===== src/hdl/swfrm_pkg.sv =====
// package for the sliding window frame rate meter
// field widths, register indexes, reset values and the sequencer state type
package swfrm_pkg;

  localparam int TICK_W = 32;
  localparam int FREQ_W = 32;
  localparam int PERIOD_W = 16;
  localparam int RATE_W = 32;
  localparam int FRAC_W = 8;
  localparam int CFG_IDX_W = 2;
  localparam int CFG_DATA_W = 32;
  localparam int WINDOW_DEFAULT = 100;

  localparam logic [FREQ_W-1:0] FREQ_RESET = FREQ_W'(1000000);
  localparam logic [PERIOD_W-1:0] PERIOD_RESET = PERIOD_W'(60);

  localparam logic [CFG_IDX_W-1:0] REG_TICK_FREQUENCY = CFG_IDX_W'(0);
  localparam logic [CFG_IDX_W-1:0] REG_UPDATE_PERIOD = CFG_IDX_W'(1);

  typedef enum logic [2:0] {
    ST_IDLE,
    ST_SUB,
    ST_ADD,
    ST_MUL,
    ST_DIV,
    ST_OUT
  } state_t;

endpackage


===== src/hdl/swfrm_ram.sv =====
// generic single write, single read ram with registered read data
// no dependencies
module swfrm_ram #(
  parameter int WIDTH = 32,
  parameter int DEPTH = 100
) (
  input  logic                     clk,
  input  logic                     we,
  input  logic [$clog2(DEPTH)-1:0] waddr,
  input  logic [WIDTH-1:0]         wdata,
  input  logic                     re,
  input  logic [$clog2(DEPTH)-1:0] raddr,
  output logic [WIDTH-1:0]         rdata
);

  logic [WIDTH-1:0] mem [DEPTH];

  always_ff @(posedge clk) begin
    if (we) begin
      mem[waddr] <= wdata;
    end
    if (re) begin
      rdata <= mem[raddr];
    end
  end

endmodule


===== src/hdl/swfrm_mul.sv =====
// bit serial shift-add multiplier, one multiplier bit per cycle, msb first
// no dependencies
module swfrm_mul #(
  parameter int A_W = 7,
  parameter int B_W = 32
) (
  input  logic               clk,
  input  logic               rst,
  input  logic               start,
  input  logic [A_W-1:0]     a,
  input  logic [B_W-1:0]     b,
  output logic               done,
  output logic [A_W+B_W-1:0] product
);

  localparam int P_W = A_W + B_W;
  localparam int CNT_W = $clog2(A_W + 1);

  logic             busy;
  logic [CNT_W-1:0] cnt;
  logic [A_W-1:0]   mplr;
  logic [B_W-1:0]   mcand;

  always_ff @(posedge clk) begin
    if (rst) begin
      busy <= 1'b0;
      done <= 1'b0;
      cnt <= '0;
    end else begin
      done <= 1'b0;
      if (start) begin
        busy <= 1'b1;
        cnt <= CNT_W'(A_W);
      end else if (busy) begin
        cnt <= cnt - CNT_W'(1);
        if (cnt == CNT_W'(1)) begin
          busy <= 1'b0;
          done <= 1'b1;
        end
      end
    end
  end

  always_ff @(posedge clk) begin
    if (start) begin
      mplr <= a;
      mcand <= b;
      product <= '0;
    end else if (busy) begin
      product <= {product[P_W-2:0], 1'b0} + (mplr[A_W-1] ? P_W'(mcand) : P_W'(0));
      mplr <= {mplr[A_W-2:0], 1'b0};
    end
  end

endmodule


===== src/hdl/swfrm_div.sv =====
// bit serial restoring divider, one quotient bit per cycle
// keeps the low quotient bits and flags any bit lost above them
module swfrm_div #(
  parameter int NUM_W = 47,
  parameter int DEN_W = 39,
  parameter int Q_W = 32
) (
  input  logic             clk,
  input  logic             rst,
  input  logic             start,
  input  logic [NUM_W-1:0] num,
  input  logic [DEN_W-1:0] den,
  output logic             done,
  output logic [Q_W-1:0]   quot,
  output logic             ovf
);

  localparam int CNT_W = $clog2(NUM_W + 1);

  logic             busy;
  logic [CNT_W-1:0] cnt;
  logic [NUM_W-1:0] num_sh;
  logic [DEN_W-1:0] den_reg;
  logic [DEN_W-1:0] rem;
  logic [DEN_W:0]   trial;
  logic [DEN_W+1:0] diff;
  logic             ge;

  assign trial = {rem, num_sh[NUM_W-1]};
  assign diff = {1'b0, trial} - {2'b00, den_reg};
  assign ge = ~diff[DEN_W+1];

  always_ff @(posedge clk) begin
    if (rst) begin
      busy <= 1'b0;
      done <= 1'b0;
      cnt <= '0;
    end else begin
      done <= 1'b0;
      if (start) begin
        busy <= 1'b1;
        cnt <= CNT_W'(NUM_W);
      end else if (busy) begin
        cnt <= cnt - CNT_W'(1);
        if (cnt == CNT_W'(1)) begin
          busy <= 1'b0;
          done <= 1'b1;
        end
      end
    end
  end

  always_ff @(posedge clk) begin
    if (start) begin
      num_sh <= num;
      den_reg <= den;
      rem <= '0;
      quot <= '0;
      ovf <= 1'b0;
    end else if (busy) begin
      num_sh <= {num_sh[NUM_W-2:0], 1'b0};
      rem <= ge ? diff[DEN_W-1:0] : trial[DEN_W-1:0];
      quot <= {quot[Q_W-2:0], ge};
      ovf <= ovf | quot[Q_W-1];
    end
  end

endmodule


===== src/hdl/sliding_window_frame_rate_meter.sv =====
// sliding window frame rate meter: rate = count * tick_frequency * 256 / window sum
// result path: an accepted input word passes the states sub, add, mul, div and out in order,
// with the serial multiplier running in mul and the bit serial divider running in div
// one word at a time: the next input word is taken from the cycle after the result is
// loaded, and the result load waits while a held result word has not been taken
// synchronous reset; ring entries not yet written read as zero via the fill count
module sliding_window_frame_rate_meter
  import swfrm_pkg::*;
#(
  parameter int WINDOW = WINDOW_DEFAULT
) (
  input  logic                  clk,
  input  logic                  rst,
  input  logic                  cfg_valid,
  output logic                  cfg_ready,
  input  logic [CFG_IDX_W-1:0]  cfg_index,
  input  logic [CFG_DATA_W-1:0] cfg_data,
  input  logic                  in_valid,
  output logic                  in_ready,
  input  logic [TICK_W-1:0]     frame_ticks,
  output logic                  out_valid,
  input  logic                  out_ready,
  output logic [RATE_W-1:0]     rate_q8,
  output logic                  rate_updated
);

  localparam int CNT_W = $clog2(WINDOW + 1);
  localparam int SLOT_W = $clog2(WINDOW);
  localparam int SUM_W = TICK_W + CNT_W;
  localparam int PROD_W = CNT_W + FREQ_W;
  localparam int NUM_W = PROD_W + FRAC_W;

  state_t state, state_next;

  logic [FREQ_W-1:0]   tick_frequency;
  logic [PERIOD_W-1:0] update_period;
  logic [SUM_W-1:0]    window_sum;
  logic [SLOT_W-1:0]   write_slot;
  logic [CNT_W-1:0]    filled_count;
  logic [PERIOD_W-1:0] frames_since_update;
  logic [TICK_W-1:0]   ticks;
  logic                flag;

  logic                accept;
  logic                mul_start;
  logic                div_start;
  logic                out_load;
  logic                mul_done;
  logic [PROD_W-1:0]   mul_product;
  logic                div_done;
  logic [RATE_W-1:0]   div_quot;
  logic                div_ovf;
  logic [TICK_W-1:0]   ram_rdata;
  logic [TICK_W-1:0]   old_ticks;
  logic                ring_full;

  assign cfg_ready = 1'b1;
  assign accept = in_valid & in_ready;
  assign ring_full = (filled_count == CNT_W'(WINDOW));
  // before the ring wraps the slot being replaced was never written
  assign old_ticks = ring_full ? ram_rdata : '0;

  always_ff @(posedge clk) begin
    if (rst) begin
      state <= ST_IDLE;
    end else begin
      state <= state_next;
    end
  end

  always_comb begin
    state_next = state;
    in_ready = 1'b0;
    mul_start = 1'b0;
    div_start = 1'b0;
    out_load = 1'b0;
    unique case (state)
      ST_IDLE: begin
        in_ready = 1'b1;
        if (in_valid) begin
          state_next = ST_SUB;
        end
      end
      ST_SUB: begin
        state_next = ST_ADD;
      end
      ST_ADD: begin
        mul_start = 1'b1;
        state_next = ST_MUL;
      end
      ST_MUL: begin
        if (mul_done) begin
          div_start = 1'b1;
          state_next = ST_DIV;
        end
      end
      ST_DIV: begin
        if (div_done) begin
          state_next = ST_OUT;
        end
      end
      ST_OUT: begin
        if (!out_valid || out_ready) begin
          out_load = 1'b1;
          state_next = ST_IDLE;
        end
      end
      default: begin
        state_next = ST_IDLE;
      end
    endcase
  end

  always_ff @(posedge clk) begin
    if (rst) begin
      tick_frequency <= FREQ_RESET;
      update_period <= PERIOD_RESET;
      window_sum <= '0;
      write_slot <= '0;
      filled_count <= '0;
      frames_since_update <= '0;
      out_valid <= 1'b0;
    end else begin
      if (cfg_valid) begin
        unique case (cfg_index)
          REG_TICK_FREQUENCY: tick_frequency <= cfg_data[FREQ_W-1:0];
          REG_UPDATE_PERIOD:  update_period <= cfg_data[PERIOD_W-1:0];
          default: ;
        endcase
      end
      if (accept) begin
        if (frames_since_update >= update_period) begin
          frames_since_update <= '0;
        end else begin
          frames_since_update <= frames_since_update + PERIOD_W'(1);
        end
      end
      if (state == ST_SUB) begin
        window_sum <= window_sum - SUM_W'(old_ticks);
        write_slot <= (write_slot == SLOT_W'(WINDOW - 1)) ? '0 : write_slot + SLOT_W'(1);
        if (!ring_full) begin
          filled_count <= filled_count + CNT_W'(1);
        end
      end
      if (state == ST_ADD) begin
        window_sum <= window_sum + SUM_W'(ticks);
      end
      if (out_load) begin
        out_valid <= 1'b1;
      end else if (out_ready) begin
        out_valid <= 1'b0;
      end
    end
  end

  always_ff @(posedge clk) begin
    if (accept) begin
      ticks <= frame_ticks;
      flag <= (frames_since_update >= update_period);
    end
    if (out_load) begin
      rate_q8 <= ((window_sum == '0) || div_ovf) ? '1 : div_quot;
      rate_updated <= flag;
    end
  end

  swfrm_ram #(
    .WIDTH(TICK_W),
    .DEPTH(WINDOW)
  ) u_ring (
    .clk(clk),
    .we(state == ST_SUB),
    .waddr(write_slot),
    .wdata(ticks),
    .re(accept),
    .raddr(write_slot),
    .rdata(ram_rdata)
  );

  swfrm_mul #(
    .A_W(CNT_W),
    .B_W(FREQ_W)
  ) u_mul (
    .clk(clk),
    .rst(rst),
    .start(mul_start),
    .a(filled_count),
    .b(tick_frequency),
    .done(mul_done),
    .product(mul_product)
  );

  swfrm_div #(
    .NUM_W(NUM_W),
    .DEN_W(SUM_W),
    .Q_W(RATE_W)
  ) u_div (
    .clk(clk),
    .rst(rst),
    .start(div_start),
    .num({mul_product, {FRAC_W{1'b0}}}),
    .den(window_sum),
    .done(div_done),
    .quot(div_quot),
    .ovf(div_ovf)
  );

endmodule


===== config.mk =====
export PLATFORM = sky130hd
export DESIGN_NAME = sliding_window_frame_rate_meter
export DESIGN_NICKNAME = d
export VERILOG_FILES = /design/src/hdl/swfrm_pkg.sv /design/src/hdl/swfrm_ram.sv /design/src/hdl/swfrm_mul.sv /design/src/hdl/swfrm_div.sv /design/src/hdl/sliding_window_frame_rate_meter.sv
export SDC_FILE = /design/constraint.sdc
export NUM_CORES = 2
export LEC_CHECK = 0
export BUFFER_PORTS_ARGS = -buffer_cell sky130_fd_sc_hd__buf_2
export CORE_UTILIZATION = 62
export CTS_CLUSTER_SIZE = 20
export DETAILED_ROUTE_END_ITERATION = 10
export GPL_ROUTABILITY_DRIVEN = 0
export PLACE_DENSITY_LB_ADDON = 0.25
export SYNTH_ARGS = -nofsm -noshare
export SYNTH_HDL_FRONTEND = slang
export SYNTH_SLANG_ARGS = --single-unit

===== constraint.sdc =====
create_clock -name clk -period 15.54 [get_ports clk]
set_clock_uncertainty 0.15 [all_clocks]
set_input_delay 1.554 -clock clk [delete_from_list [all_inputs] [get_ports clk]]
set_output_delay 1.554 -clock clk [all_outputs]
set_load 0.02 [all_outputs]

## After elaboration in Yosys (flattened, before gate mapping)

Memories as Yosys holds them, arrays and structs flattened. A register that Yosys moved wholly into a read port is not among the register bits.
Cells that the tools add are included.

| storage, ports and cells | value |
|---|---|
| memories kept | 1 |
| bits in writable memories | 3200 |
| latch bits | 0 |
| input port bits | 71 |
| bits in read-only memories | 0 |
| word-level logic and storage cells | 113 |
| flip-flop bits (word level) | 428 |

Memory list:

| name | words | bits a word | read ports | clocked after Yosys merged registers in | write ports | line | source |
|---|---|---|---|---|---|---|---|
| u_ring.mem | 100 | 32 | 1 | 1 | 1 | swfrm_ram.sv:16 | `logic [WIDTH-1:0] mem [DEPTH];` |

| cells by class | value |
|---|---|
| order comparisons | 1 |
| eq/ne operators | 14 |
| mux-type cells | 38 |
| bitwise logic cells | 6 |
| shifts and indexed selects | 0 |
| reductions and logical operators | 17 |
| divide/modulo/power cells | 0 |
| multiply operators | 0 |
| $add $sub $neg | 9 |

Operator list:

| cell | number |
|---|---|
| two-way mux 39 bit | 3 |
| two-way mux 47 bit | 2 |
| two-way mux 32 bit | 2 |
| subtractor 40 x 39 -> 41 bit | 1 |
| adder 39 x 32 -> 39 bit | 1 |
| adder 39 bit | 1 |
| zero test 39 bit | 1 |
| subtractor 39 x 32 -> 39 bit | 1 |
| two-way mux 7 bit | 3 |
| two-way mux 1 bit | 18 |
| two-way mux 3 bit | 6 |
| one-hot mux 3 bit (6 select lines) | 1 |
| adder 16 x 1 -> 16 bit, second input constant | 1 |
| greater-or-equal comparator 16 bit | 1 |
| two-way mux 16 bit | 1 |
| adder 7 x 1 -> 7 bit, second input constant | 2 |
| == test 7 bit, second input constant | 2 |
| two-way mux 6 bit | 2 |
| nonzero test 2 bit | 4 |
| == test 3 x 1 -> 1 bit, second input constant | 2 |
| == test 3 x 2 -> 1 bit, second input constant | 2 |
| == test 3 bit, second input constant | 2 |
| == test 6 x 1 -> 1 bit, second input constant | 1 |
| AND reduction 2 bit | 3 |
| 15 further kinds | 22 |

## Depth between registers and ports, before layout

| depth | value |
|---|---|
| depth after elaboration | 5 |
| mapped depth | 27 |
| gate-level depth less buffers | 24 |

## Hierarchy

A second synthesis with hierarchy kept.

| unflattened totals | value |
|---|---|
| cells, all modules | 8113 |
| area total of the unflattened synthesis | 147570.3 µm² |

By module, submodules not included:

| module | instances | sequential area each (µm²) | cells an instance | area an instance (µm²) |
|---|---|---|---|---|
| swfrm_ram | 1 | 97053.1 | 5502 | 123236.9 |
| sliding_window_frame_rate_meter | 1 | 4404.2 | 1248 | 10637.7 |
| swfrm_div | 1 | 4184.0 | 837 | 8788.4 |
| swfrm_mul | 1 | 2052.0 | 526 | 4907.2 |

## Least setup slack after synthesis

No wires, ideal clock.

| path | value |
|---|---|
| path type | register -> register |
| start | reg u_ring.rdata[3] (read register of u_ring.mem) |
| end | reg window_sum[36] |
| data required time | 15.258 ns |
| buffers on the path | 1 |
| period minus slack after synthesis | 5.509 ns |
| setup time | 0.132 ns |
| cell stages (with the launch flop) | 21 |
| data arrival time | 5.227 ns |
| setup slack | 10.031 ns |
| cell sequence | edfxtp_1 or4_4 or3_4 or4_4 or2_4 nand2b_4 or3_2 a32o_1 ha_1 clkbuf_1 nand2_1 nor3_1 a211o_1 a2111oi_0 a31oi_1 o211ai_1 a21oi_1 o21a_1 or3_1 nand3_1 a21oi_1 |

| on the way | value |
|---|---|
| word-level cells in the longest chain between the ends | 4 |

Ends and longest elaborated chain:

| what | line | source |
|---|---|---|
| start: declaration | swfrm_ram.sv:13 | `output logic [WIDTH-1:0] rdata` |
| two-way mux 32 bit | sliding_window_frame_rate_meter.sv:61 | `assign old_ticks = ring_full ? ram_rdata : '0;` |
| subtractor 39 x 32 -> 39 bit | sliding_window_frame_rate_meter.sv:139 | `window_sum <= window_sum - SUM_W'(old_ticks);` |
| two-way mux 39 bit | sliding_window_frame_rate_meter.sv:138 | `if (state == ST_SUB) begin` |
| two-way mux 39 bit | sliding_window_frame_rate_meter.sv:145 | `if (state == ST_ADD) begin` |
| end signal: assignment | sliding_window_frame_rate_meter.sv:139 |  |
| end signal: assignment | sliding_window_frame_rate_meter.sv:146 | `window_sum <= window_sum + SUM_W'(ticks);` |
| end: declaration | sliding_window_frame_rate_meter.sv:37 | `logic [SUM_W-1:0] window_sum;` |

No other way between the ends. The select of a mux whose other input is x is not followed.
A chain may end at the register's enable or synchronous reset.

## Worst setup path after layout

Ends and elaborated chain as after synthesis.

==> impl_metrics.toml <==
[setup_path]
worstPathCellList = "or4_4 > or3_4 > or3_1 > o21ai_1 > nand2_1 > nor2_1 > a21oi_1 > a31oi_1 > a31oi_1 > ha_1 > a21oi_1 > nor2b_1 > a211o_1 > a2111oi_0 > a31oi_1 > o211ai_1 > a21oi_1 > o21a_1 > or3_1 > nand3_1 > a21oi_1"
crit_path_end_kind = "flip-flop"
cp_common_cell = "a21oi_1"
r2r-end = "window_sum[36]"
worstSetupStartpointType = "flip-flop"
critical_path_class = "flip-flop to flip-flop"
crit_required_ps = 16180
r2r_cells = 21
r2r-start = "u_ring.rdata[3]"
path_delay_family = "compound AO/OA/AOI/OAI gates"
worst-path-buf-inv = 0
cp_slowest_stage_delay_ps = 760
worstPathArrival_ps = 7130
r2r_setup_slack_ps = 9050
crit_fanout = 8
slowest_stage = "a2111oi_0"

[timing]
slew_headroom_pct = 3.07
fin_crit_ps = 6490
slew_viol_final = 0
finalSetupTns_ps = 0
rsz0062_at_grt = "no"
max_freq_mhz = 154
finalSetupViolCount = 0
finalHoldViolations = 0
hold_ws_ps = 285
tightest_slew_ps = 1450
period_share_pct = 41.8

[final_layout]
final_layout_size_suffix_gt1_share_pct = 12.3
largest_reg_flops = 3200
top_register = "u_ring.mem"
fillCellCount = 13783
fin_cells = 12027
area_delta_synth_final_pct = 12.0
final_nets = 8974

[synthesis]
synth_seq_cells = 3660
ys_seq_area_share_pct = 77.3
synth_most_common_cell = "edfxtp_1"
ys.flop_type = "edfxtp_1"
ys_types = 85
synthesis.nets = 8769
synth_cells = 8561
syn_area_per_cell_um2 = 16.2
yosys-top-cells-area = "edfxtp_1, a22oi_1, dfxtp_1"
synth_top_area_cell = "edfxtp_1"
ys_top_cells_by_count = "edfxtp_1, a22oi_1, nand2_1"
synth_edf_count = 3415
synth_top_area_share_pct = 73.7
synth_area_um2 = 139000
ys.warnings.count = 0
synthArstFlopShare_pct = 0

[global_routing]
track_usage_pct = 34.7
grt_pass1_vias = 81428
antenna_found_initial = 28
grt_pass1_wl_um = 562000
grt_max_degree = 119
grt-ovfl-total = 0

[floorplanning]
ioPinCount = 107
initial_core_util_pct = 62.5
die_y_um = 476
core_um2 = 223000
row_count = 173
dieArea_um2 = 226000
die_x_um = 476

[clock_network]
cts.sinks = 3660
postCtsResizedCells = 0
hold_buffers = 0
path_clk_slew_ps = 60
clk_latency_ps = 990
clock_path_buffers = 4
cts_buffers = 368
post_cts_buffers = 0
h-tree-depth = 5
cts_tree = "built"
cts.root.buffer_cell = "clkbuf_16"

[power]
power.leakage_nw = 49.9
powerDensity_nw_per_um2 = 134
ir_drop_v = 0.000103

[route]
via_per_inst = 7.11
dr_total_vias = 85548
remaining_drc_errors = 0
antenna_left = 0
dr.pass1.iters = 6
wl_per_cell_um = 33.0
drt_iter0_drc = 13028
wirelength_um = 397000

[hold_path]
min_delay_worst_endpoint = "u_mul.mcand[15]"
hold_class = "flip-flop to flip-flop"
min_from = "tick_frequency[15]"
worstHoldPathCells = 0

[outcome]
status = "finished, final reports clean"

[place]
dpl.hpwl_um = 218000
dp_cells = 11371
io_buffers = 105

[run]
drv_cap = 0
==> report_power, final <==
group	leakage (nW)	switching [mW]	internal [mW]
registers	32.8	0.112	10.9
clock network	5.58	3.61	4.86
logic	11.6	0.986	0.442
==> layout by cell type, fill, tap and decap left out, types with 57 or more instances in the layout <==
cell	count
inv_1	103
clkinv_2	70
clkinv_1	70
buf_2	104
dfxtp_1	239
a21o_1	80
a22oi_1	985
ha_1	134
nor2_1	199
clkbuf_1	77
a22o_1	292
nand4_1	210
a21oi_1	299
nor2_4	102
xor2_1	57
a31oi_1	227
a221oi_1	281
clkbuf_16	374
edfxtp_1	3415
nand3_1	73
buf_4	255
xnor2_1	82
nand2_1	453
o21ai_0	218
==> per-stage QoR <==
step	util [%]	power, mW	instance area (um^2)	setup slack (ps)
after floorplan	-	12.1	139000	10030
after global placement	64.9	12.6	144000	9170
after detailed placement	64.9	12.6	144000	9330
after CTS	70.0	20.9	156000	9270
after global routing	70.0	21.4	156000	8620
final	70.0	20.9	156000	9050
==> per-layer routing <==
metal | global-route usage, % | wire length, um | share of wire [%]
met1 | 45.9 | 139000 | 35
met2 | 52.4 | 179000 | 45
met3 | 9.49 | 54200 | 14
met4 | 19.6 | 25500 | 6.4
met5 | 0.576 | 303 | 0.076
==> final cells by class <==
class	count	area [um^2]	share of cell area, %
Tap cell	2975	3720	2.39
Multi-Input combinational cell	4255	30100	19.3
Inverter	106	403	0.259
Clock inverter	186	1570	1.01
Clock buffer	461	9790	6.28
Sequential cell	3660	107000	69.0
Timing Repair Buffer	375	2760	1.77
Antenna cell	9	22.5	0.0145
==> how the worst max path moves through the flow <==
stage,startpoint,cells past startpoint,to,slack (ps)
after floorplan,u_ring.rdata[3],20,window_sum[36],10030
after global placement,write_slot[0],9,u_ring.rdata[31],9170
after detailed placement,u_ring.rdata[3],21,window_sum[36],9330
after CTS,u_ring.rdata[3],21,window_sum[36],9270
after global routing,u_ring.rdata[3],21,window_sum[36],8620
final,u_ring.rdata[3],21,window_sum[36],9050
==> cell families (layout without fill, tap and decap cells) <==
group | count (synthesis) | after routing | share of synthesized area (%)
fa+ha+maj | 137 | 137 | 1.25
flops | 3660 | 3660 | 77.3
compound gates | 2590 | 2590 | 13.4
buf+inv | 646 | 1128 | 1.76
other cells | 1 | 10 | 0.00270
simple gates | 1301 | 1301 | 4.47
mux | 87 | 87 | 0.968
xor+xnor | 139 | 139 | 0.875
Power figures use the tool's default switching activity.
